`config.mk`:
```
export PLATFORM = sky130hd
export DESIGN_NAME = gcode_line_field_parser_core
export DESIGN_NICKNAME = d
export VERILOG_FILES = /design/src/design/gclp_pkg.sv /design/src/design/gclp_datapath.sv /design/src/design/gclp_ctrl.sv /design/src/design/gcode_line_field_parser_core.sv
export SDC_FILE = /design/constraint.sdc
export NUM_CORES = 2
export LEC_CHECK = 0
export BUFFER_PORTS_ARGS = -buffer_cell sky130_fd_sc_hd__buf_2
export CAP_MARGIN = 20
export CORE_MARGIN = 2
export CORE_UTILIZATION = 66
export CTS_BUF_LIST = sky130_fd_sc_hd__clkbuf_8
export DETAILED_ROUTE_END_ITERATION = 8
export GPL_ROUTABILITY_DRIVEN = 1
export PLACE_DENSITY = 0.82
export SYNTH_ARGS = -nofsm -noshare
export SYNTH_HDL_FRONTEND = slang
export SYNTH_SLANG_ARGS = --single-unit
```
`constraint.sdc`:
```
create_clock -name clk_i -period 15.5 [get_ports clk_i]
set_clock_uncertainty 0.15 [all_clocks]
set_input_delay 1.55 -clock clk_i [delete_from_list [all_inputs] [get_ports clk_i]]
set_output_delay 1.55 -clock clk_i [all_outputs]
set_load 0.03 [all_outputs]
```
`src/design/gclp_pkg.sv`:
```
// Package with the shared types and constants of the G-code line field parser.
package gclp_pkg;

  typedef enum logic [2:0] {
    LET_NONE = 3'd0,
    LET_G    = 3'd1,
    LET_X    = 3'd2,
    LET_Y    = 3'd3,
    LET_Z    = 3'd4,
    LET_I    = 3'd5,
    LET_J    = 3'd6
  } letter_e;

  typedef enum logic [2:0] {
    CFG_SCALE = 3'd0,
    CFG_OFFX  = 3'd1,
    CFG_OFFY  = 3'd2,
    CFG_INITX = 3'd3,
    CFG_INITY = 3'd4
  } cfg_idx_e;

  localparam logic [39:0] INT_CAP = 40'hFF_FFFF_FFFF;
  localparam logic [7:0] CH_NL = 8'd10;
  localparam logic [7:0] CH_LPAR = 8'h28;
  localparam logic [7:0] CH_RPAR = 8'h29;
  localparam logic [3:0] MAX_GCMD = 4'd4;

  // Commands from the controller to the datapath.
  typedef struct packed {
    logic    start_letter;
    letter_e letter;
    logic    set_neg;
    logic    neg_val;
    logic    int_digit;
    logic    frac_digit;
    logic [3:0] digit;
    logic    fin_start;
    logic    fin_step;
    logic [2:0] fin_phase;
    logic    open_rec;
    logic    emit;
  } cmd_t;

  // Status from the datapath to the controller.
  typedef struct packed {
    letter_e letter;
    logic    g_big;
    logic    g_neg;
  } sts_t;

  function automatic letter_e letter_of(input logic [7:0] c);
    letter_e r;
    r = LET_NONE;
    unique case (c)
      8'h47: r = LET_G;
      8'h58: r = LET_X;
      8'h59: r = LET_Y;
      8'h5A: r = LET_Z;
      8'h49: r = LET_I;
      8'h4A: r = LET_J;
      default: r = LET_NONE;
    endcase
    return r;
  endfunction

endpackage

```
`src/design/gclp_datapath.sv`:
```
// Datapath of the G-code line field parser: number accumulation and fixed-point conversion.
module gclp_datapath #(
  parameter int MaxFrac = 6
) (
  input  logic clk_i,
  input  logic rst_ni,
  input  gclp_pkg::cmd_t cmd_i,
  output gclp_pkg::sts_t sts_o,
  input  logic [31:0] scale_i,
  input  logic signed [31:0] offx_i,
  input  logic signed [31:0] offy_i,
  input  logic signed [31:0] initx_i,
  input  logic signed [31:0] inity_i,
  output logic [3:0] gcmd_o,
  output logic [31:0] v_o [5]
);
  import gclp_pkg::*;

  localparam int FracCap = (MaxFrac > 9) ? 9 : MaxFrac;

  letter_e let_q;
  logic [39:0] mant_q;
  logic [29:0] frac_q;
  logic [3:0] nfrac_q;
  logic neg_q, fx_q;
  logic [3:0] gcmd_q;
  logic [31:0] val_q [5];
  logic [56:0] mag_q;
  logic [63:0] prod_q;
  logic [31:0] p_hi_q;
  logic ovf_q;
  logic [46:0] quot_q;
  logic [45:0] rem_q;
  logic [29:0] den_q;
  logic [5:0] dcnt_q;

  function automatic logic [29:0] pow10(input logic [3:0] k);
    logic [29:0] r;
    r = 30'd1;
    for (int i = 0; i < 9; i++) begin
      if (i < k) r = 30'(r * 30'd10);
    end
    return r;
  endfunction

  logic [43:0] mant_mul;
  logic [46:0] rem_try;
  logic [31:0] mul_a;
  logic [63:0] mulop;
  logic [48:0] sres;
  logic signed [50:0] sv;
  logic signed [31:0] off_sel;
  logic signed [58:0] zv;

  function automatic logic [31:0] sat(input logic signed [58:0] v);
    logic [31:0] r;
    if (v > 59'sd2147483647) r = 32'h7FFF_FFFF;
    else if (v < -59'sd2147483648) r = 32'h8000_0000;
    else r = v[31:0];
    return r;
  endfunction

  // Phase 1 multiplies the high half of the magnitude, phase 2 the low half.
  always_comb begin
    mant_mul = {mant_q, 3'b0} + {2'b0, mant_q, 1'b0} + 44'(cmd_i.digit);
    rem_try = {rem_q, quot_q[46]} - {17'd0, den_q};
    mul_a = (cmd_i.fin_phase == 3'd1) ? {7'd0, mag_q[56:32]} : mag_q[31:0];
    mulop = {32'd0, mul_a} * {32'd0, scale_i};
    sres = {1'b0, p_hi_q, 16'd0} + {1'b0, prod_q[63:16]};
    off_sel = (let_q == LET_Y || let_q == LET_J) ? offy_i : offx_i;
    if (ovf_q) sv = neg_q ? -51'sd1099511627776 : 51'sd1099511627776;
    else sv = neg_q ? -$signed({2'b0, sres}) : $signed({2'b0, sres});
    zv = neg_q ? -$signed({2'b0, mag_q}) : $signed({2'b0, mag_q});
  end

  always_ff @(posedge clk_i or negedge rst_ni) begin
    if (!rst_ni) begin
      let_q <= LET_NONE; mant_q <= '0; frac_q <= '0; nfrac_q <= '0; neg_q <= 1'b0;
      fx_q <= 1'b0; gcmd_q <= '0;
      for (int i = 0; i < 5; i++) val_q[i] <= '0;
      mag_q <= '0; prod_q <= '0; p_hi_q <= '0; ovf_q <= 1'b0; quot_q <= '0; rem_q <= '0;
      den_q <= 30'd1; dcnt_q <= '0;
    end else begin
      if (cmd_i.open_rec && !fx_q) begin
        val_q[0] <= initx_i; val_q[1] <= inity_i;
      end
      if (cmd_i.start_letter) begin
        let_q <= cmd_i.letter; mant_q <= '0; frac_q <= '0; nfrac_q <= '0; neg_q <= 1'b0;
      end
      if (cmd_i.set_neg) neg_q <= cmd_i.neg_val;
      if (cmd_i.int_digit) mant_q <= (mant_mul > {4'd0, INT_CAP}) ? INT_CAP : mant_mul[39:0];
      if (cmd_i.frac_digit && nfrac_q < 4'(FracCap)) begin
        frac_q <= 30'(frac_q * 30'd10 + 30'(cmd_i.digit));
        nfrac_q <= nfrac_q + 4'd1;
      end
      if (cmd_i.fin_start) begin
        quot_q <= {1'b0, frac_q, 16'd0}; rem_q <= '0; den_q <= pow10(nfrac_q);
        dcnt_q <= 6'd47;
      end else if (dcnt_q != 6'd0) begin
        dcnt_q <= dcnt_q - 6'd1;
        if (!rem_try[46]) begin
          rem_q <= rem_try[45:0]; quot_q <= {quot_q[45:0], 1'b1};
        end else begin
          rem_q <= {rem_q[44:0], quot_q[46]}; quot_q <= {quot_q[45:0], 1'b0};
        end
      end
      if (cmd_i.fin_step) begin
        unique case (cmd_i.fin_phase)
          3'd0: mag_q <= {1'b0, mant_q, 16'd0} + {10'd0, quot_q};
          3'd1: prod_q <= mulop;
          3'd2: begin
            p_hi_q <= prod_q[31:0]; ovf_q <= prod_q[63:32] != 32'd0; prod_q <= mulop;
          end
          3'd3: begin
            unique case (let_q)
              LET_G: begin
                if (!(neg_q && mant_q != '0)) gcmd_q <= mant_q[3:0];
                if ((neg_q && mant_q != '0) || mant_q > 40'(MAX_GCMD)) gcmd_q <= 4'hF;
              end
              LET_X: begin val_q[0] <= sat(59'(sv) + 59'(off_sel)); fx_q <= 1'b1; end
              LET_Y: val_q[1] <= sat(59'(sv) + 59'(off_sel));
              LET_Z: val_q[2] <= sat(zv);
              LET_I: val_q[3] <= sat(59'(sv) + 59'(off_sel));
              LET_J: val_q[4] <= sat(59'(sv) + 59'(off_sel));
              default: ;
            endcase
            let_q <= LET_NONE;
          end
          default: ;
        endcase
      end
    end
  end

  assign sts_o.letter = let_q;
  assign sts_o.g_big = mant_q > 40'(MAX_GCMD);
  assign sts_o.g_neg = neg_q && mant_q != '0;
  assign gcmd_o = gcmd_q;

  // A record that opens on its own newline reports the initial point at once.
  always_comb begin
    for (int i = 0; i < 5; i++) v_o[i] = val_q[i];
    if (cmd_i.open_rec && !fx_q) begin
      v_o[0] = initx_i; v_o[1] = inity_i;
    end
  end
  logic unused;
  assign unused = cmd_i.emit;
endmodule

```
`src/design/gclp_ctrl.sv`:
```
// Controller state machine of the G-code line field parser.
module gclp_ctrl (
  input  logic clk_i,
  input  logic rst_ni,
  input  logic in_valid_i,
  output logic in_ready_o,
  input  logic [7:0] char_i,
  input  logic out_full_i,
  input  gclp_pkg::sts_t sts_i,
  output gclp_pkg::cmd_t cmd_o
);
  import gclp_pkg::*;

  localparam logic [2:0] M_IDLE = 3'd0, M_COMM = 3'd1, M_PRE = 3'd2, M_SIGN = 3'd3,
                         M_INT = 3'd4, M_FRAC = 3'd5;
  localparam logic [1:0] S_RUN = 2'd0, S_DIV = 2'd1, S_FIN = 2'd2;

  logic [1:0] st_q, st_d;
  logic [2:0] mode_q, mode_d;
  logic skip_q, skip_d, open_q, open_d;
  logic [7:0] ch_q, ch_d;
  logic [5:0] cnt_q, cnt_d;
  logic [2:0] ph_q, ph_d;
  logic pend_q, pend_d;

  logic digit, is_num, ws;
  letter_e lc;

  always_comb begin
    cmd_o = '0;
    st_d = st_q; mode_d = mode_q; skip_d = skip_q; open_d = open_q; ch_d = ch_q;
    cnt_d = cnt_q; ph_d = ph_q; pend_d = pend_q;
    in_ready_o = 1'b0;
    digit = ch_q >= 8'h30 && ch_q <= 8'h39;
    ws = ch_q == 8'h20 || ch_q == 8'h09 || ch_q == 8'h0D || ch_q == 8'h0B || ch_q == 8'h0C;
    lc = letter_of(ch_q);
    cmd_o.digit = ch_q[3:0];
    is_num = 1'b0;
    unique case (st_q)
      S_RUN: begin
        in_ready_o = !pend_q && !out_full_i;
        if (pend_q) begin
          pend_d = 1'b0;
          if (!open_q) begin open_d = 1'b1; cmd_o.open_rec = 1'b1; end
          if (ch_q == CH_NL) begin
            if (mode_q >= M_PRE) begin
              cmd_o.fin_start = 1'b1; st_d = S_DIV; cnt_d = 6'd48; ph_d = 3'd0;
            end else if (skip_q) begin
              skip_d = 1'b0; mode_d = M_IDLE;
            end else begin
              mode_d = M_IDLE; cmd_o.emit = 1'b1; open_d = 1'b0;
            end
          end else if (!skip_q) begin
            if (mode_q == M_COMM) begin
              if (ch_q == CH_RPAR) mode_d = M_IDLE;
            end else begin
              if (mode_q >= M_PRE) begin
                if (mode_q == M_PRE && ws) is_num = 1'b1;
                else if (mode_q == M_PRE && (ch_q == 8'h2B || ch_q == 8'h2D)) begin
                  is_num = 1'b1; cmd_o.set_neg = 1'b1; cmd_o.neg_val = ch_q == 8'h2D;
                  mode_d = M_SIGN;
                end else if (mode_q != M_FRAC && digit) begin
                  is_num = 1'b1; cmd_o.int_digit = 1'b1; mode_d = M_INT;
                end else if (mode_q != M_FRAC && ch_q == 8'h2E && sts_i.letter != LET_G) begin
                  is_num = 1'b1; mode_d = M_FRAC;
                end else if (mode_q == M_FRAC && digit) begin
                  is_num = 1'b1; cmd_o.frac_digit = 1'b1;
                end
                if (!is_num) begin
                  cmd_o.fin_start = 1'b1; st_d = S_DIV; cnt_d = 6'd48; ph_d = 3'd0;
                end
              end else if (ch_q == CH_LPAR) mode_d = M_COMM;
              else if (lc != LET_NONE) begin
                cmd_o.start_letter = 1'b1; cmd_o.letter = lc; mode_d = M_PRE;
              end
            end
          end
        end else if (in_valid_i && !out_full_i) begin
          ch_d = char_i; pend_d = 1'b1;
        end
      end
      S_DIV: begin
        cnt_d = cnt_q - 6'd1;
        if (cnt_q == 6'd1) st_d = S_FIN;
      end
      S_FIN: begin
        cmd_o.fin_step = 1'b1; cmd_o.fin_phase = ph_q; ph_d = ph_q + 3'd1;
        if (ph_q == 3'd3) begin
          st_d = S_RUN; mode_d = M_IDLE;
          if (sts_i.letter == LET_G && !sts_i.g_neg && sts_i.g_big) skip_d = 1'b1;
          // Replay the terminating character as ordinary text, unless an out-of-range G number drops it.
          pend_d = 1'b1;
          if (ch_q != CH_NL && sts_i.letter == LET_G && !sts_i.g_neg && sts_i.g_big)
            pend_d = 1'b0;
        end
      end
      default: st_d = S_RUN;
    endcase
  end

  always_ff @(posedge clk_i or negedge rst_ni) begin
    if (!rst_ni) begin
      st_q <= S_RUN; mode_q <= M_IDLE; skip_q <= 1'b0; open_q <= 1'b0; ch_q <= '0;
      cnt_q <= '0; ph_q <= '0; pend_q <= 1'b0;
    end else begin
      st_q <= st_d; mode_q <= mode_d; skip_q <= skip_d; open_q <= open_d; ch_q <= ch_d;
      cnt_q <= cnt_d; ph_q <= ph_d; pend_q <= pend_d;
    end
  end
endmodule

```
`src/design/gcode_line_field_parser_core.sv`:
```
// Top level of the G-code line field parser.
// Each character is taken, then processed before the next one is accepted. A character
// that ends a number first runs the fraction divider and the four finishing steps; after an
// out-of-range G number it is dropped unless it is a newline. A record word is registered
// once its newline is processed, after those steps if it ends a number, and held until taken.
// Reset clears parse state and out_valid_o and restores config defaults; output data is kept.
module gcode_line_field_parser_core #(
  parameter int MAX_FRAC_DIGITS = 6
) (
  input  logic clk_i,
  input  logic rst_ni,
  input  logic in_valid_i,
  output logic in_ready_o,
  input  logic [7:0] char_in_i,
  output logic out_valid_o,
  input  logic out_ready_i,
  output logic signed [3:0] gcommand_o,
  output logic signed [31:0] x_out_o,
  output logic signed [31:0] y_out_o,
  output logic signed [31:0] z_out_o,
  output logic signed [31:0] i_out_o,
  output logic signed [31:0] j_out_o,
  input  logic cfg_we_i,
  input  logic [2:0] cfg_idx_i,
  input  logic [31:0] cfg_data_i
);
  import gclp_pkg::*;

  cmd_t cmd;
  sts_t sts;
  logic [31:0] scale_q, offx_q, offy_q, initx_q, inity_q;
  logic [3:0] gcmd;
  logic [31:0] v [5];
  logic ov_q;
  logic [3:0] og_q;
  logic [31:0] ox_q, oy_q, oz_q, oi_q, oj_q;

  always_ff @(posedge clk_i or negedge rst_ni) begin
    if (!rst_ni) begin
      scale_q <= 32'd65536; offx_q <= '0; offy_q <= '0; initx_q <= '0; inity_q <= '0;
    end else if (cfg_we_i) begin
      unique case (cfg_idx_i)
        CFG_SCALE: scale_q <= cfg_data_i;
        CFG_OFFX:  offx_q <= cfg_data_i;
        CFG_OFFY:  offy_q <= cfg_data_i;
        CFG_INITX: initx_q <= cfg_data_i;
        CFG_INITY: inity_q <= cfg_data_i;
        default: ;
      endcase
    end
  end

  gclp_ctrl u_ctrl (
    .clk_i, .rst_ni, .in_valid_i, .in_ready_o, .char_i(char_in_i),
    .out_full_i(ov_q), .sts_i(sts), .cmd_o(cmd)
  );

  gclp_datapath #(.MaxFrac(MAX_FRAC_DIGITS)) u_dp (
    .clk_i, .rst_ni, .cmd_i(cmd), .sts_o(sts), .scale_i(scale_q),
    .offx_i(offx_q), .offy_i(offy_q), .initx_i(initx_q), .inity_i(inity_q),
    .gcmd_o(gcmd), .v_o(v)
  );

  always_ff @(posedge clk_i or negedge rst_ni) begin
    if (!rst_ni) ov_q <= 1'b0;
    else if (cmd.emit) ov_q <= 1'b1;
    else if (out_ready_i) ov_q <= 1'b0;
  end

  always_ff @(posedge clk_i) begin
    if (cmd.emit) begin
      og_q <= gcmd; ox_q <= v[0]; oy_q <= v[1]; oz_q <= v[2]; oi_q <= v[3]; oj_q <= v[4];
    end
  end

  assign out_valid_o = ov_q;
  assign gcommand_o = og_q;
  assign x_out_o = ox_q;
  assign y_out_o = oy_q;
  assign z_out_o = oz_q;
  assign i_out_o = oi_q;
  assign j_out_o = oj_q;

  a_emit_empty: assert property (@(posedge clk_i) disable iff (!rst_ni)
    cmd.emit |-> !ov_q) else $error("record emitted over an untaken word");
  a_no_take_full: assert property (@(posedge clk_i) disable iff (!rst_ni)
    ov_q |-> !in_ready_o) else $error("input taken while output full");
  a_hold: assert property (@(posedge clk_i) disable iff (!rst_ni)
    ov_q && !out_ready_i |=> ov_q && $stable(ox_q)) else $error("output word lost");
endmodule
```
==> results.toml <==
[timing]
tns_ns = 0
drv_slew = 0
rsz0062_at_grt = "false"
worst_slack_ns = 1.29
min_period_ns = 14.21
timing.slew.headroom_pct = 14.7
worst_pin_slew_ns = 1.26
setup_viol = 0
fmax_ghz = 0.0704
hold_viol = 0
period_share_pct = 91.7

[floorplanning]
dieArea_sq_mm = 0.141
initial_core_util_pct = 66.3
die_x_microns = 375
boundaryPins = 214
die_y_microns = 375
rows = 136
fp.coreArea_sq_mm = 0.137

[yosys]
yosysWarningCount = 0
synthTopCellsByArea = "fa_1, dfrtp_1, ha_1"
syn_area_sq_mm = 0.0909
synthDistinctLibCells = 90
ys_top_cells_by_count = "nand2_1, inv_1, fa_1, ha_1, dfrtp_1"
ys_ff_latch = 876
syn_inst = 9938
synth_top_cell_area_share_pct = 20.1
ys_async_sr_fraction_pct = 81.3
synth_top_area_cell = "fa_1"
synth_nets = 11700
synth_edf_count = 164
synth.most_common_cell = "nand2_1"
synth_area_per_cell_sq_um = 9.15
ys_seq_area_share_pct = 25.0
ys.flop_type = "dfrtp_1"

[drt]
wl_per_cell_microns = 22.2
first_pass_iters = 6
vias = 75200
dr.first_iter.drc_count = 6944
postRouteWirelength_microns = 263000
ant_nets = 0
avgViaCountPerCell = 6.34
drc = 0

[flow_run]
drv_cap = 0

[grt]
grt_util_met3_pct = 6.86
grt_pass1_vias = 76900
grt_pass1_wl_microns = 418000
grt_util_met2_pct = 61.4
overflow = 0
busiest_layer = "met2"
grt_use_met1_pct = 48.7
track_usage_pct = 37.6
grt_max_degree = 169
antenna_found_initial = 15

[final_layout]
syn_to_final_growth_pct = 6.43
fillCellCount = 10300
multi_input_area_sq_mm = 0.0621
drive_gt1_share_pct = 10.6
finish.utilization_pct = 70.6
final_cells = 11900
regArea_sq_mm = 0.0228
nets = 11600
stdcell_area_sq_mm = 0.0968

[worst_setup_path]
r2r_cells = 53
cp_max_fo = 7
crit_required_ns = 16.10
critical_path_class = "reg -> reg"
r2r_end = "u_dp.den_q[29]"
worstReg2RegStart = "u_dp.nfrac_q[1]"
crit_arrival_ns = 14.81
cp_slowest_cell = "a2111oi_0"
critPathMaxStageDelay_ns = 0.71
worstSetupStartpointType = "register"
r2r_setup_slack_ns = 1.29
crit_top_cell = "ha_1"
worstSetupEndpointType = "register"

[placed_design]
dp_slack_ns = 1.49
place_inst = 11600
dp_hpwl_microns = 193000
globalplace.congestion = 0.978
place_area_sq_mm = 0.0935
io_buffers = 213

[clock_network]
cts_resized = 0
hold_buffers = 0
cts-htree-levels = 4
cts_tree = "built"
cts_setup_buffers = 0
clock-sinks = 876
clk_path_buf_depth = 3
insertion_delay_ns = 0.92
numCtsBuffers = 149
clkTransAtPathRegs_ns = 0.06
cts_root_buffer = "clkbuf_8"

[status]
status = "finished clean"

[min_path]
min_path_type = "reg -> reg"
min_from = "u_dp.v_o[63]"
holdPathEnd = "i_out_o[31]"
min_path_cells = 0

[pwr]
p_per_area_mw_per_mm2 = 201
p_leak_nw = 48.3
ir_worst_vdd_v = 0.000373
## power breakdown
part           switching, W  leakage, nW  internal, W
Clock               0.00107         1.84      0.00121
Sequential         0.000533         10.6      0.00274
Combinational       0.00850         35.9      0.00536
Total                0.0101         48.3      0.00931
## per-layer routing
| layer | wire length, microns | vias to the layer above |
|---|---|---|
| met4 | 14700 | 2 |
| met1 | 101000 | 37300 |
| li1 | - | 33400 |
| met2 | 123000 | 3655 |
| met5 | 13 | - |
| met3 | 24200 | 816 |
## worst max path at each step
stage / from / end / slack (ns)
finish: u_dp.nfrac_q[1] / u_dp.den_q[29] / 1.29
global route: u_dp.nfrac_q[1] / u_dp.den_q[29] / 0.37
CTS: u_dp.nfrac_q[1] / u_dp.den_q[29] / 1.41
detailed placement: u_dp.nfrac_q[1] / u_dp.den_q[29] / 1.49
global placement: u_dp.nfrac_q[1] / u_dp.den_q[29] / 1.53
floorplan: u_dp.nfrac_q[1] / u_dp.den_q[29] / 3.19
## cell type report
cell class                      instances  share of cell area [%]
Antenna cell                            8                  0.0207
Tap cell                             1794                    2.32
Inverter                             1140                    4.42
Multi-Input combinational cell       7405                    64.1
Clock buffer                          185                    2.63
Sequential cell                       876                    23.5
Timing Repair Buffer                  351                    2.22
Clock inverter                         92                   0.747
## critical path: cells and delay by family, from the launching register on
kind,cells,cell delay (ns)
adders and majority gates,13,4.01
AOI/OAI and AO/OA,17,5.32
muxes,1,0.31
DFF,1,0.48
xor gates and xnor gates,8,1.33
and+or+nand+nor,11,2.15
buffers and inverters,3,0.32
## cell usage in the layout (no fill, tap or decap), drive strengths merged, types with 28 or more instances in the layout
master and n:
nand2 1373, inv 1196, fa 911, ha 753, dfrtp 710, a21oi 545, nor2 524, o21ai 479
mux2 359, buf 349, and2 241, xnor2 222, xor2 197, clkbuf 187, a21o 184, edfxtp 164
nand3 161, nor3 133, and3 132, a211oi 90, o311ai 78, a31oi 71, nand2b 70, o21a 66
o31ai 61, nor2b 60, nor4 58, or3 56, nand4 50, o21bai 46, or2 42, o211ai 33
mux2i 31, o22ai 29, a21boi 28, o41ai 28
## per-stage QoR
step	hold WS, ns	total power, W
finish	0.287	0.0194
detailed placement	0.283	0.0168
global placement	0.280	0.0165
CTS	0.289	0.0193
global route	0.288	0.0211
floorplan	0.275	0.0130
## state kept, by name, indices dropped and copies added (netlist names), 32 cells and up
name	flops
inity_q	32
u_dp.val_q	64
u_dp.mag_q	57
j_out_o	32
offy_q	32
offx_q	32
u_dp.rem_q	46
u_dp.p_hi_q	32
z_out_o	32
i_out_o	32
u_dp.quot_q	47
x_out_o	32
u_dp.v_o	96
y_out_o	32
u_dp.mant_q	40
scale_q	32
u_dp.prod_q	64
initx_q	32
## logic make-up (layout without fill, tap and decap cells)
group                      after synthesis  count (layout)  synth area share (%)
buffers and inverters                 1657            1768                  6.89
muxes                                  390             390                  4.79
AOI/OAI and AO/OA                     1928            1928                  13.6
DFF                                    876             876                  25.0
adders and majority gates             1664            1664                  30.4
other                                    1               9               0.00412
xor gates and xnor gates               419             419                  4.04
and+or+nand+nor                       3003            3003                  15.3
(Power assumes the default switching activity.)
